`config.mk`:
```
export PLATFORM = sky130hd
export DESIGN_NAME = quarter_wave_sincos_interp_unit
export DESIGN_NICKNAME = d
export VERILOG_FILES = /design/src/design/qwsci_pkg.sv /design/src/design/quarter_wave_sincos_interp_unit.sv
export VERILOG_INCLUDE_DIRS = /design/src /design/src/design
export SDC_FILE = /design/constraint.sdc
export NUM_CORES = 1
export LEC_CHECK = 0
export ABC_AREA = 0
export BUFFER_PORTS_ARGS = -buffer_cell sky130_fd_sc_hd__buf_4
export CAP_MARGIN = 20
export CORE_MARGIN = 2
export CORE_UTILIZATION = 30
export DETAILED_ROUTE_END_ITERATION = 8
export HOLD_SLACK_MARGIN = 0.05
export SLEW_MARGIN = 5
export SYNTH_ARGS = -nofsm -noshare
export SYNTH_HDL_FRONTEND = slang
export SYNTH_SLANG_ARGS = --single-unit
export TNS_END_PERCENT = 30
```
`constraint.sdc`:
```
create_clock -name clk -period 8.35 [get_ports clk]
set_clock_uncertainty 0.2 [all_clocks]
set_input_delay 0.4175 -clock clk [delete_from_list [all_inputs] [get_ports clk]]
set_output_delay 0.4175 -clock clk [all_outputs]
set_load 0.005 [all_outputs]
```
`src/design/quarter_wave_sincos_interp_unit_assert.svh`:
```
// Assertion macros shared by the quarter-wave sine/cosine unit.
// Needs signals named clk and rst_n in the scope where a macro is used.
`ifndef QUARTER_WAVE_SINCOS_INTERP_UNIT_ASSERT_SVH
`define QUARTER_WAVE_SINCOS_INTERP_UNIT_ASSERT_SVH

// The consequent must hold in the same cycle as the antecedent.
`define QWSCI_ASSERT_SAME(label, ante, cons, msg) \
    label: assert property (@(posedge clk) disable iff (!rst_n) (ante) |-> (cons)) \
        else $error(msg);

// The consequent must hold in the cycle after the antecedent.
`define QWSCI_ASSERT_NEXT(label, ante, cons, msg) \
    label: assert property (@(posedge clk) disable iff (!rst_n) (ante) |=> (cons)) \
        else $error(msg);

`endif

```
`src/design/qwsci_pkg.sv`:
```
// Types, constants and helper functions of the quarter-wave sine/cosine unit.
// Depends on nothing; used by quarter_wave_sincos_interp_unit.
package qwsci_pkg;

    localparam int PHASE_W = 16;
    localparam int AMP_W   = 16;
    localparam int MAG_W   = AMP_W - 1;
    localparam int IDX_W   = 7;
    localparam int FRAC_W  = 8;
    localparam int DIFF_W  = 10;
    localparam int PROD_W  = DIFF_W + FRAC_W;

    localparam logic [PHASE_W-1:0] HALF_TURN    = 16'h8000;
    localparam logic [PHASE_W-1:0] QUARTER_TURN = 16'h4000;
    localparam logic [MAG_W-1:0]   FULL_SCALE   = 15'd32767;
    localparam logic [IDX_W-1:0]   ROM_LAST     = 7'd64;
    localparam logic [PROD_W-1:0]  ROUND_HALF   = 18'd128;
    localparam logic [AMP_W-1:0]   MOST_NEG     = 16'h8000;

    // round(sin(k*pi/128) * 32767) for k = 0..64
    localparam logic [MAG_W-1:0] QW_ROM [0:64] = '{
            15'd0,     15'd804,   15'd1608,  15'd2410,  15'd3212,  15'd4011,
            15'd4808,  15'd5602,  15'd6393,  15'd7179,  15'd7962,  15'd8739,
            15'd9512,  15'd10278, 15'd11039, 15'd11793, 15'd12539, 15'd13279,
            15'd14010, 15'd14732, 15'd15446, 15'd16151, 15'd16846, 15'd17530,
            15'd18204, 15'd18868, 15'd19519, 15'd20159, 15'd20787, 15'd21403,
            15'd22005, 15'd22594, 15'd23170, 15'd23731, 15'd24279, 15'd24811,
            15'd25329, 15'd25832, 15'd26319, 15'd26790, 15'd27245, 15'd27683,
            15'd28105, 15'd28510, 15'd28898, 15'd29268, 15'd29621, 15'd29956,
            15'd30273, 15'd30571, 15'd30852, 15'd31113, 15'd31356, 15'd31580,
            15'd31785, 15'd31971, 15'd32137, 15'd32285, 15'd32412, 15'd32521,
            15'd32609, 15'd32678, 15'd32728, 15'd32757, 15'd32767
        };

    // Phase folded into the first quarter turn, with the sign it carries.
    typedef struct packed {
        logic             neg;
        logic [MAG_W-1:0] angle;
    } fold_t;

    // Table neighbors and interpolation fraction for one lane.
    typedef struct packed {
        logic              neg;
        logic              sat;
        logic [MAG_W-1:0]  y0;
        logic [DIFF_W-1:0] diff;
        logic [FRAC_W-1:0] frac;
    } look_t;

    // Interpolated magnitude and sign.
    typedef struct packed {
        logic             neg;
        logic [MAG_W-1:0] mag;
    } mag_t;

    function automatic fold_t fold_phase(input logic [PHASE_W-1:0] p);
        fold_t              f;
        logic [PHASE_W-1:0] q;
        f.neg = (p > HALF_TURN);
        q = f.neg ? (p - HALF_TURN) : p;
        if (q > QUARTER_TURN)
        begin
            q = HALF_TURN - q;
        end
        f.angle = q[MAG_W-1:0];
        return f;
    endfunction

    // Entries past the end of the table read as full scale.
    function automatic logic [MAG_W-1:0] rom_word(input logic [IDX_W-1:0] i);
        logic [MAG_W-1:0] w;
        if (i > ROM_LAST)
        begin
            w = FULL_SCALE;
        end
        else
        begin
            w = QW_ROM[i];
        end
        return w;
    endfunction

endpackage

```
`src/design/quarter_wave_sincos_interp_unit.sv`:
```
// Quarter-wave sine/cosine generator with linear interpolation, top level.
// Depends on qwsci_pkg and quarter_wave_sincos_interp_unit_assert.svh.
//
// The unit takes one 16-bit unsigned phase word per clock while s_axis_tready
// is high (65536 steps are one full turn, so the phase wraps by itself) and
// returns sine and cosine of it in signed Q1.15. Each word goes through four
// register stages: the fold into the first quarter turn, the lookup of two
// neighboring entries of a 65-entry quarter-wave table, the linear
// interpolation over the low 8 phase bits with rounding half up, and the
// final sign. Each stage has its own valid bit and moves whenever the
// stage after it is empty or moving, so bubbles close up under back-pressure
// and a finished word may wait at the output while new phases keep entering.
// A quarter turn gives exactly 32767, and negative values stop at -32767.
module quarter_wave_sincos_interp_unit
    import qwsci_pkg::*;
(
    input  logic                 clk,
    input  logic                 rst_n,
    input  logic                 s_axis_tvalid,
    output logic                 s_axis_tready,
    input  logic [PHASE_W-1:0]   s_axis_tdata,   // [15:0] phase
    output logic                 m_axis_tvalid,
    input  logic                 m_axis_tready,
    output logic [2*AMP_W-1:0]   m_axis_tdata    // [15:0] sin_value, [31:16] cos_value
);

`include "quarter_wave_sincos_interp_unit_assert.svh"

    localparam int STAGES = 4;
    localparam int LANES  = 2;   // lane 0 is sine, lane 1 is cosine

    logic [STAGES-1:0] valid_reg;
    logic [STAGES-1:0] adv;

    fold_t            fold_reg  [LANES];
    fold_t            fold_next [LANES];
    look_t            look_reg  [LANES];
    look_t            look_next [LANES];
    mag_t             mag_reg   [LANES];
    mag_t             mag_next  [LANES];
    logic [AMP_W-1:0] out_reg   [LANES];
    logic [AMP_W-1:0] out_next  [LANES];

    logic [IDX_W-1:0]  idx   [LANES];
    logic [IDX_W-1:0]  idx_n [LANES];
    logic [MAG_W-1:0]  y1    [LANES];
    logic [MAG_W-1:0]  dy    [LANES];
    logic [PROD_W-1:0] prod  [LANES];
    logic [MAG_W:0]    sum   [LANES];

    // A stage takes a new word when it is empty or its contents move on.
    always_comb
    begin
        adv[3] = !valid_reg[3] || m_axis_tready;
        adv[2] = !valid_reg[2] || adv[3];
        adv[1] = !valid_reg[1] || adv[2];
        adv[0] = !valid_reg[0] || adv[1];
    end

    assign s_axis_tready = adv[0];

    // Fold: cosine is the sine of the phase advanced by a quarter turn.
    always_comb
    begin
        fold_next[0] = fold_phase(s_axis_tdata);
        fold_next[1] = fold_phase(s_axis_tdata + QUARTER_TURN);
    end

    // Lookup, interpolation and sign for both lanes.
    always_comb
    begin
        for (int l = 0; l < LANES; l++)
        begin
            idx[l]   = fold_reg[l].angle[MAG_W-1:FRAC_W];
            idx_n[l] = idx[l] + 7'd1;
            y1[l]    = rom_word(idx_n[l]);
            look_next[l].neg  = fold_reg[l].neg;
            look_next[l].sat  = (idx[l] >= ROM_LAST);
            look_next[l].y0   = rom_word(idx[l]);
            look_next[l].frac = fold_reg[l].angle[FRAC_W-1:0];
            dy[l]             = y1[l] - look_next[l].y0;
            look_next[l].diff = dy[l][DIFF_W-1:0];

            prod[l] = look_reg[l].diff * look_reg[l].frac + ROUND_HALF;
            sum[l]  = {1'b0, look_reg[l].y0}
                    + {{(MAG_W+1-(PROD_W-FRAC_W)){1'b0}}, prod[l][PROD_W-1:FRAC_W]};
            mag_next[l].neg = look_reg[l].neg;
            mag_next[l].mag = look_reg[l].sat ? FULL_SCALE : sum[l][MAG_W-1:0];

            out_next[l] = mag_reg[l].neg ? (16'd0 - {1'b0, mag_reg[l].mag})
                                         : {1'b0, mag_reg[l].mag};
        end
    end

    always_ff @(posedge clk or negedge rst_n)
    begin
        if (!rst_n)
        begin
            valid_reg <= '0;
        end
        else
        begin
            if (adv[0])
            begin
                valid_reg[0] <= s_axis_tvalid;
            end
            for (int s = 1; s < STAGES; s++)
            begin
                if (adv[s])
                begin
                    valid_reg[s] <= valid_reg[s-1];
                end
            end
        end
    end

    always_ff @(posedge clk)
    begin
        for (int l = 0; l < LANES; l++)
        begin
            if (adv[0] && s_axis_tvalid)
            begin
                fold_reg[l] <= fold_next[l];
            end
            if (adv[1] && valid_reg[0])
            begin
                look_reg[l] <= look_next[l];
            end
            if (adv[2] && valid_reg[1])
            begin
                mag_reg[l] <= mag_next[l];
            end
            if (adv[3] && valid_reg[2])
            begin
                out_reg[l] <= out_next[l];
            end
        end
    end

    assign m_axis_tvalid = valid_reg[3];
    assign m_axis_tdata  = {out_reg[1], out_reg[0]};

    `QWSCI_ASSERT_NEXT(a_accept_fills, s_axis_tvalid && s_axis_tready, valid_reg[0], "accepted phase did not enter the pipeline")
    `QWSCI_ASSERT_NEXT(a_stall_holds, valid_reg[0] && !adv[0], valid_reg[0] && $stable(fold_reg[0]) && $stable(fold_reg[1]), "stalled fold stage changed")
    `QWSCI_ASSERT_SAME(a_sat_exact, valid_reg[1] && (look_reg[0].sat || look_reg[1].sat), (!look_reg[0].sat || look_reg[0].frac == 8'd0) && (!look_reg[1].sat || look_reg[1].frac == 8'd0), "table end reached off an exact quarter turn")
    `QWSCI_ASSERT_SAME(a_no_most_neg, valid_reg[3], out_reg[0] != MOST_NEG && out_reg[1] != MOST_NEG, "output reached the most negative code")

endmodule

```
Yosys cells after proc, flatten, opt, wreduce, memory -nomap -nowiden
Memories as Yosys holds them, arrays and structs flattened. Cells that the tools add are included.

Register bits after elaboration: 4. Memory bits (writable): 166. Memory bits (read-only): 7680. Logic and storage cells: 87. Memories kept: 8.

Memories: (name not given) (words 128, width 15, rd ports 1, clocked after Yosys merged registers in 0, wr ports 0, line qwsci_pkg.sv:78) `w = QW_ROM[i];`; (name not given) (words 128, width 15, rd ports 1, clocked after Yosys merged registers in 0, wr ports 0, line qwsci_pkg.sv:78); (name not given) (words 128, width 15, rd ports 1, clocked after Yosys merged registers in 0, wr ports 0, line qwsci_pkg.sv:78); (name not given) (words 128, width 15, rd ports 1, clocked after Yosys merged registers in 0, wr ports 0, line qwsci_pkg.sv:78); look_reg (words 2, width 35, rd ports 2, clocked after Yosys merged registers in 0, wr ports 2, line quarter_wave_sincos_interp_unit.sv:37) `look_t look_reg [LANES];`; fold_reg (words 2, width 16, rd ports 2, clocked after Yosys merged registers in 0, wr ports 2, line quarter_wave_sincos_interp_unit.sv:35) `fold_t fold_reg [LANES];`; 2 more memories.

Add/subtract/negate cells: 15. Multiply operators: 2. $lt $le $gt $ge: 14. Multiplexer cells: 28. Bitwise gates (word level): 4. Reduce and logical (&&, ||, !) cells: 12.

Operators with widths (count): $mux W15 (10); $mux W16 (4); $mux W10 (6); $add A18 B8 Y18 const B (2); $mul A10 B8 Y18 (2); $ge A8 B8 Y1 const B (4); $gt A16 B15 Y1 const B (2); $gt A16 B16 Y1 const B (2); $not A7 Y8 (4); $sub A1 B15 Y16 const A (2); $sub A16 B16 Y16 const B (2); $add A15 B10 Y15 (2); $sub A1 B15 Y15 const A (2); $gt A7 B7 Y1 const B (4); $sub A10 B10 Y10 (2); $add A16 B15 Y16 const B (1); $add A7 B1 Y7 const B (2); $ge A7 B7 Y1 const B (2); $mux W1 (8); $logic_and A1 B1 Y1 (4); $logic_not A1 Y1 (4); $logic_or A1 B1 Y1 (4).

Longest topological paths before layout
Gate-level depths: netlist of the first run.

Word-level depth: 8. Depth in mapped cells: 24. Gate-level depth less buffers: 24.

Least setup slack after synthesis of the first run
Ideal clock, no wire load.

Path type: register -> register. From: memory look_reg[0][4] (netlist name). To: memory mag_reg[0][14] (netlist name) (data pin). Library setup time: 0.256 ns. Arrival time: 5.644 ns. Data required time: 7.894 ns. Setup slack: 2.250 ns. Cell stages (with the launch flop): 22. Period minus slack after synthesis: 6.100 ns. Cells stage by stage: edfxtp_1 > and2_1 > fa_1 > inv_1 > fa_1 > fa_1 > fa_1 > inv_1 > ha_1 > a21o_1 > a31o_2 > a41oi_1 > a21boi_0 > nor3_1 > nor2_1 > ha_1 > a21oi_1 > o21ai_0 > a21o_1 > a21o_1 > or3_1 > a31o_2.

RTL lines: start, declared (line quarter_wave_sincos_interp_unit.sv:37); end, declared (line quarter_wave_sincos_interp_unit.sv:39) `mag_t mag_reg [LANES];`.

==> summary.md, run 1 <==
| Metric | Value |
|---|---|
| Largest net degree at the start of global routing | 79 |
| Core ar. | 60,580 µm² |
| Register area share after synthesis | 0.2721 |
| Mapped Area | 18,470 µm² |
| Overflow after GRT | 0 |
| Chip width | 252.1 µm |
| Largest area contributor in the netlist | edfxtp_1 |
| Crit path launch type | flip-flop |
| Setup TNS | 0 ns |
| Crit share post-route | 0.8040 |
| Worst-Skew Late Latency | 0.45 ns |
| Reg2reg start | look_reg[0][4] |
| Initial Util | 0.3048 |
| Synth top area share | 0.2667 |
| Outcome | finished clean |
| Post-CTS sizing | 0 |
| Number of distinct library cells after synthesis | 79 |
| Adder-cell area share of the yosys netlist | 0.2138 |
| Cell row count | 90 |
| DR pass1 iterations | 6 |
| I/O Buffers | 53 |
| H-tree Lvls | 4 |
| Mux contribution to synthesized area | 0.01314 |
| Clk buf depth | 2 |
| Fin. max-slew vios | 0 |
| Number of flops mapped to enable cells by yosys | 164 |
| Fillers | 6,249 |
| Die H | 252.1 µm |
| DR WL/cell | 17.54 µm |
| Ranking of synthesized cells by area | edfxtp_1 27%, ha_1 11%, fa_1 11%, and2_1 4.1%, xnor2_1 3.9% |
| Period minus WS final | 6.713 ns |
| RR Endpoint | mag_reg[0][12] |
| Setup Viol. Count Final | 0 |
| Worst endpoint required time | 8.42 ns |
| DRC | 0 |
| Layout cell share with drive strength beyond 1 | 0.07589 |
| Clk slew on worst S/H paths | 0.08 ns |
| Max cap viols | 0 |
| Drt total wl | 50.47 mm |
| XOR/XNOR share of the synthesized area | 0.05434 |
| Worst slew pin tran | 1.024 ns |
| Sequential Area | 5025 µm² |
| First-pass GRT wire length | 81.41 mm |
| Clock Tree Root | clkbuf_16 |
| Hold_buf cts | 3 |
| Critical path class | flip-flop to flip-flop |
| Antenna cell count | 0 |
| I/O pins | 54 |
| Simple-Gate Fraction of Synth Area | 0.1877 |
| Vias in the first global route | 14,890 |
| Commonest cells in the netlist | 193 x nand2_1, 185 x inv_1, 164 x edfxtp_1 |
| CTS Sinks | 168 |
| Final HPWL DP | 37.77 mm |
| Worst R2R Setup Slack | 1.64 ns |
| Cells after synthesis | 2,107 |
| Unrepaired setup endpoints after global routing | no |
| Worst R2R Path Depth | 21 |
| Share of flip-flops with an asynchronous set or reset | 0.02381 |
| Final-stage net count | 2,358 |
| CP Data Arrival Time | 6.78 ns |
| CTS tree | built |
| Initial antenna violation count | 2 |
| Die footprint | 63,550 µm² |
| Mean Syn Cell Area | 8.764 µm² |
| Multi-input gate area | 12,220 µm² |
| Fin. Hold Viols | 0 |
| ANT nets after route | 0 |
| Setup Fix Bufs, Post-CTS | 0 |
| Area Growth Syn to Fin | 9.161% |
| Hold Crit Class | input port to async pin |
| Number of flip-flops in the largest register | 69 |
| RePlAce Congestion | 0.8965 |
| Vias per cell | 5.387 |
| CP endpoint kind | flip-flop |
| Drt initial violations | 1,612 |
| Largest family of logic cells by synthesized area | adder cells |
| Flops & latches, synth | 168 |
| Via count | 15,500 |
| Synth Area in Compound Gates | 0.1919 |
| Count leader, synth | nand2_1 |
| Yosys warns | 0 |
| Gr usage total | 0.1579 |
| FMAX | 0.1490 GHz |
| Worst Path Max Fanout | 10 |
| Relative slew slack | 0.3153 |
| Most common flop cell mapped by yosys | edfxtp_1 |
| Syn_nets | 2,383 |
| CTS buffer count | 17 |
## worst max-delay path, cell delays in order (launching register included)
cell and delay [ns]:
edfxtp_1 0.54, and2_1 0.22, fa_1 0.53, inv_1 0.05, fa_1 0.46, fa_1 0.52
fa_1 0.56, inv_1 0.05, ha_1 0.33, a21o_1 0.19, a31o_2 0.24, a41oi_1 0.46
a21boi_0 0.25, nor3_1 0.20, nor2_1 0.10, ha_1 0.35, nand2_1 0.06, o21ai_0 0.27
a21o_1 0.17, a21o_1 0.21, mux2_2 0.35, a211oi_1 0.23
## worst max-delay path by stage
stage / from / endpoint / slack (ns) / cells past startpoint
6_report: look_reg[0][4] / mag_reg[0][12] / 1.64 / 21
5_1_grt: look_reg[0][35] / mag_reg[0][12] / 1.26 / 22
3_5_place_dp: look_reg[0][35] / mag_reg[0][12] / 1.67 / 22
2_1_floorplan: look_reg[0][4] / mag_reg[0][14] / 2.25 / 21
3_3_place_gp: look_reg[0][4] / mag_reg[0][14] / 1.78 / 21
4_1_cts: look_reg[0][35] / mag_reg[0][12] / 1.63 / 22
## cells by family after synthesis
group	Yosys count
xor gates and xnor gates	113
DFF	168
muxes	19
AOI/OAI and AO/OA	536
adders and majority gates	257
buffers and inverters	320
and+or+nand+nor	694
## cell usage in the layout (no fill, tap or decap), drive strengths merged, types with 98 or more instances in the layout
master  count
a21oi     122
and2      120
edfxtp    164
fa         98
ha        158
inv       196
nand2     193
nor2      143
o21ai     134
## final cells by class
type	instances	share of cell area
Multi-Input combinational cell	1619	0.6060
Sequential cell	168	0.2493
Tap cell	782	0.04854
Inverter	190	0.03538
Timing Repair Buffer	86	0.03240
Clock buffer	17	0.02110
Clock inverter	15	0.007262
## stage by stage
| stage | setup slack, ns | hold WS, ns | instance area, µm² | util | std cells |
|---|---|---|---|---|---|
| after global placement | 1.784 | 0.01739 | 19560 | 0.3228 | 2842 |
| after global routing | 1.255 | 0.08779 | 20160 | 0.3327 | 2877 |
| final | 1.637 | 0.1070 | 20160 | 0.3327 | 2877 |
| after CTS | 1.629 | 0.09191 | 20160 | 0.3327 | 2877 |
| after detailed placement | 1.674 | 0.02013 | 19560 | 0.3228 | 2842 |
| after floorplan | 2.250 | -0.07809 | 18470 | - | 2107 |
## routing by layer
layer / vias up / part of all wire / global-route usage
met3: 85 / 0.066 / 0.02245
met5: - / 0.00026 / 0
met1: 7474 / 0.47 / 0.2261
li1: 7358 / - / -
met4: 2 / 0.022 / 0.04886
met2: 580 / 0.44 / 0.2456
Power of run 1 is not shown: default switching activity piles up to over one toggle a cycle in this logic, so the estimate is an artifact.
==> run 2, diff against run 1 <==
==> constraint.sdc (replaced) <==
create_clock -name clk -period 6.18 [get_ports clk]
set_clock_uncertainty 0.2 [all_clocks]
set_input_delay 0.309 -clock clk [delete_from_list [all_inputs] [get_ports clk]]
set_output_delay 0.309 -clock clk [all_outputs]
set_load 0.005 [all_outputs]
==> run 2 against run 1 <==
Hold slack improved by 0.0013 ns. Routed wire length is 1.6% higher. Clock-buffer cell count is 1 higher. Via count increased by 1.6%. Final cell count grew 3.2%. Fmax grew 13%. Critical path depth is 1 lower.
==> summary.md, run 2 (same netlist as run 1, synthesis figures left out) <==
| Metric | Value |
|---|---|
| Non-filler cells, final | 2,969 (was 2,877) |
| RePlAce Congestion | 0.9195 (was 0.8965) |
| Worst R2R Setup Slack | 0.22 ns (was 1.64 ns) |
| Antenna cell count | 0 (unchanged) |
| Hold Crit Class | input port to flip-flop (was input port to async pin) |
| RR Endpoint | mag_reg[0][14] (was mag_reg[0][12]) |
| Chip width | 252.1 µm (unchanged) |
| Gr usage total | 0.1588 (was 0.1579) |
| Critical Path, Cell by Cell | and2_1, fa_1, inv_1, fa_1, fa_1, fa_1, inv_1, ha_4, a21o_1, a31o_2, a21oi_2, nor2b_1, o31a_1, ha_1, a21oi_2, o21ai_1, a21o_1, a21o_1, or3_1, a31o_2 (was and2_1, fa_1, inv_1, fa_1, fa_1, fa_1, inv_1, ha_1, a21o_1, a31o_2, a41oi_1, a21boi_0, nor3_1, nor2_1, ha_1, nand2_1, o21ai_0, a21o_1, a21o_1, mux2_2, a211oi_1) |
| Initial Util | 0.3048 (unchanged) |
| Cell count along the critical path | 20 (was 21) |
| Post-layout util | 0.3486 (was 0.3327) |
| Die H | 252.1 µm (unchanged) |
| Cells on Worst Hold Path | 3 |
| Final HPWL DP | 38.82 mm (was 37.77 mm) |
| H-tree Lvls | 4 (unchanged) |
| Worst Path Max Fanout | 7 (was 10) |
| DRC | 0 (unchanged) |
| Fillers | 6,147 (was 6,249) |
| First-pass GRT wire length | 81.64 mm (was 81.41 mm) |
| Fin. max-slew vios | 0 (unchanged) |
| CP Data Arrival Time | 5.97 ns (was 6.78 ns) |
| Commonest non-fill, non-tap cell in the layout | nand2_1 (unchanged) |
| I/O Buffers | 53 (unchanged) |
| Period minus WS final | 5.963 ns (was 6.713 ns) |
| Crit share post-route | 0.9648 (was 0.8040) |
| DR pass1 iterations | 5 (was 6) |
| CTS buffer count | 17 (unchanged) |
| Relative slew slack | 0.2816 (was 0.3153) |
| DR WL/cell | 17.28 µm (was 17.54 µm) |
| Crit path buffers/inverters | 2 (unchanged) |
| Core ar. | 60,580 µm² (unchanged) |
| Multi-input gate area | 12,380 µm² (was 12,220 µm²) |
| Clk buf depth | 2 (unchanged) |
| Post-Place Cells | 2,900 (was 2,842) |
| Most frequent cells in the layout | 193 x nand2_1, 185 x inv_1, 164 x edfxtp_1 (unchanged) |
| ANT nets after route | 0 (unchanged) |
| Critical path class | flip-flop to flip-flop (unchanged) |
| FMAX | 0.1677 GHz (was 0.1490 GHz) |
| Worst path most repeated cell | fa_1 (unchanged) |
| Vias per cell | 5.305 (was 5.387) |
| Die footprint | 63,550 µm² (unchanged) |
| Reg2reg start | look_reg[0][3] (was look_reg[0][4]) |
| CTS tree | built (unchanged) |
| Clk slew on worst S/H paths | 0.07 ns (was 0.08 ns) |
| Via count | 15,750 (was 15,500) |
| Setup Viol. Count Final | 0 (unchanged) |
| Setup TNS | 0 ns (unchanged) |
| Layout cell share with drive strength beyond 1 | 0.1216 (was 0.07589) |
| Worst endpoint required time | 6.19 ns (was 8.42 ns) |
| Worst-Skew Late Latency | 0.45 ns (about the same) |
| Overflow after GRT | 0 (unchanged) |
| Area of placed instances | 20,020 µm² (was 19,560 µm²) |
| Number of flip-flops in the largest register | 69 (unchanged) |
| Vias in the first global route | 15,120 (was 14,890) |
| Worst R2R Path Depth | 20 (was 21) |
| CP endpoint kind | flip-flop (unchanged) |
| I/O pins | 54 (unchanged) |
| Drt initial violations | 1,376 (was 1,612) |
| CP startpoint | look_reg[0][3] (was look_reg[0][4]) |
| Largest net degree at the start of global routing | 70 (was 79) |
| Fin. Hold Viols | 0 (unchanged) |
| Max cap viols | 0 (unchanged) |
| Initial antenna violation count | 1 (was 2) |
| Worst slew pin tran | 1.050 ns (was 1.024 ns) |
| Sequential Area | 5025 µm² (unchanged) |
| Clock Tree Root | clkbuf_16 (unchanged) |
| Hold Path Sink | fold_reg[0][15] |
| CTS Sinks | 168 (unchanged) |
| CP top delay family | adder cells (unchanged) |
| Final-stage net count | 2,450 (was 2,358) |
| Worst Min Path Start | s_axis_tdata[15] |
| CP peak stage delay | 0.55 ns (was 0.56 ns) |
| Drt total wl | 51.31 mm (was 50.47 mm) |
| Slowest cell on the critical path | fa_1 (unchanged) |
| Final instance area | 21,120 µm² (was 20,160 µm²) |
| Crit path launch type | flip-flop (unchanged) |
| Cell row count | 90 (unchanged) |
| Outcome | finished clean (unchanged) |
| Area Growth Syn to Fin | 14.37% (was 9.161%) |
run 2: repair_timing:
item	CTS	global route
endpoints found under the setup margin	5	16
hold buffers	18	0
pin swaps	1	14
hold endpoints to repair	31	0
gates resized for setup	5	35
setup buffers	1	18
run 2: layer usage:
layer  routed length, µm  GRT usage  part of all wire
met5                  13          0           0.00025
met4                1485    0.05697             0.029
met3                3333    0.02657             0.065
met2               22600     0.2456              0.44
met1               23880     0.2231              0.47
run 2: worst max-delay path by stage:
stage | end | slack (ns)
global route | mag_reg[0][28] | -0.04
floorplan | mag_reg[0][14] | 0.08
detailed placement | mag_reg[0][12] | -0.13
global placement | mag_reg[0][14] | -0.03
finish | mag_reg[0][14] | 0.22
CTS | mag_reg[0][14] | 0.007
run 2: per-stage QoR:
| step | hold WS [ns] | worst slack [ns] |
|---|---|---|
| after CTS | 0.09044 | 0.007139 |
| after detailed placement | -0.08737 | -0.1298 |
| final | 0.1082 | 0.2173 |
| after floorplan | -0.1866 | 0.07985 |
| after global placement | -0.09028 | -0.02637 |
| after global routing | 0.1212 | -0.03805 |
run 2: area by class of cell:
type	count	area share
Clock buffer	18	0.02032
Clock inverter	14	0.008708
Inverter	190	0.03377
Multi-Input combinational cell	1619	0.5860
Sequential cell	168	0.2379
Tap cell	782	0.04633
Timing Repair Buffer	178	0.06694
run 2: tightest hold or removal path, cell delays in order:
cell	delay, ns
buf_4	0.12
inv_1	0.07
a21oi_1	0.07
Power of run 2 is left out for the same reason.
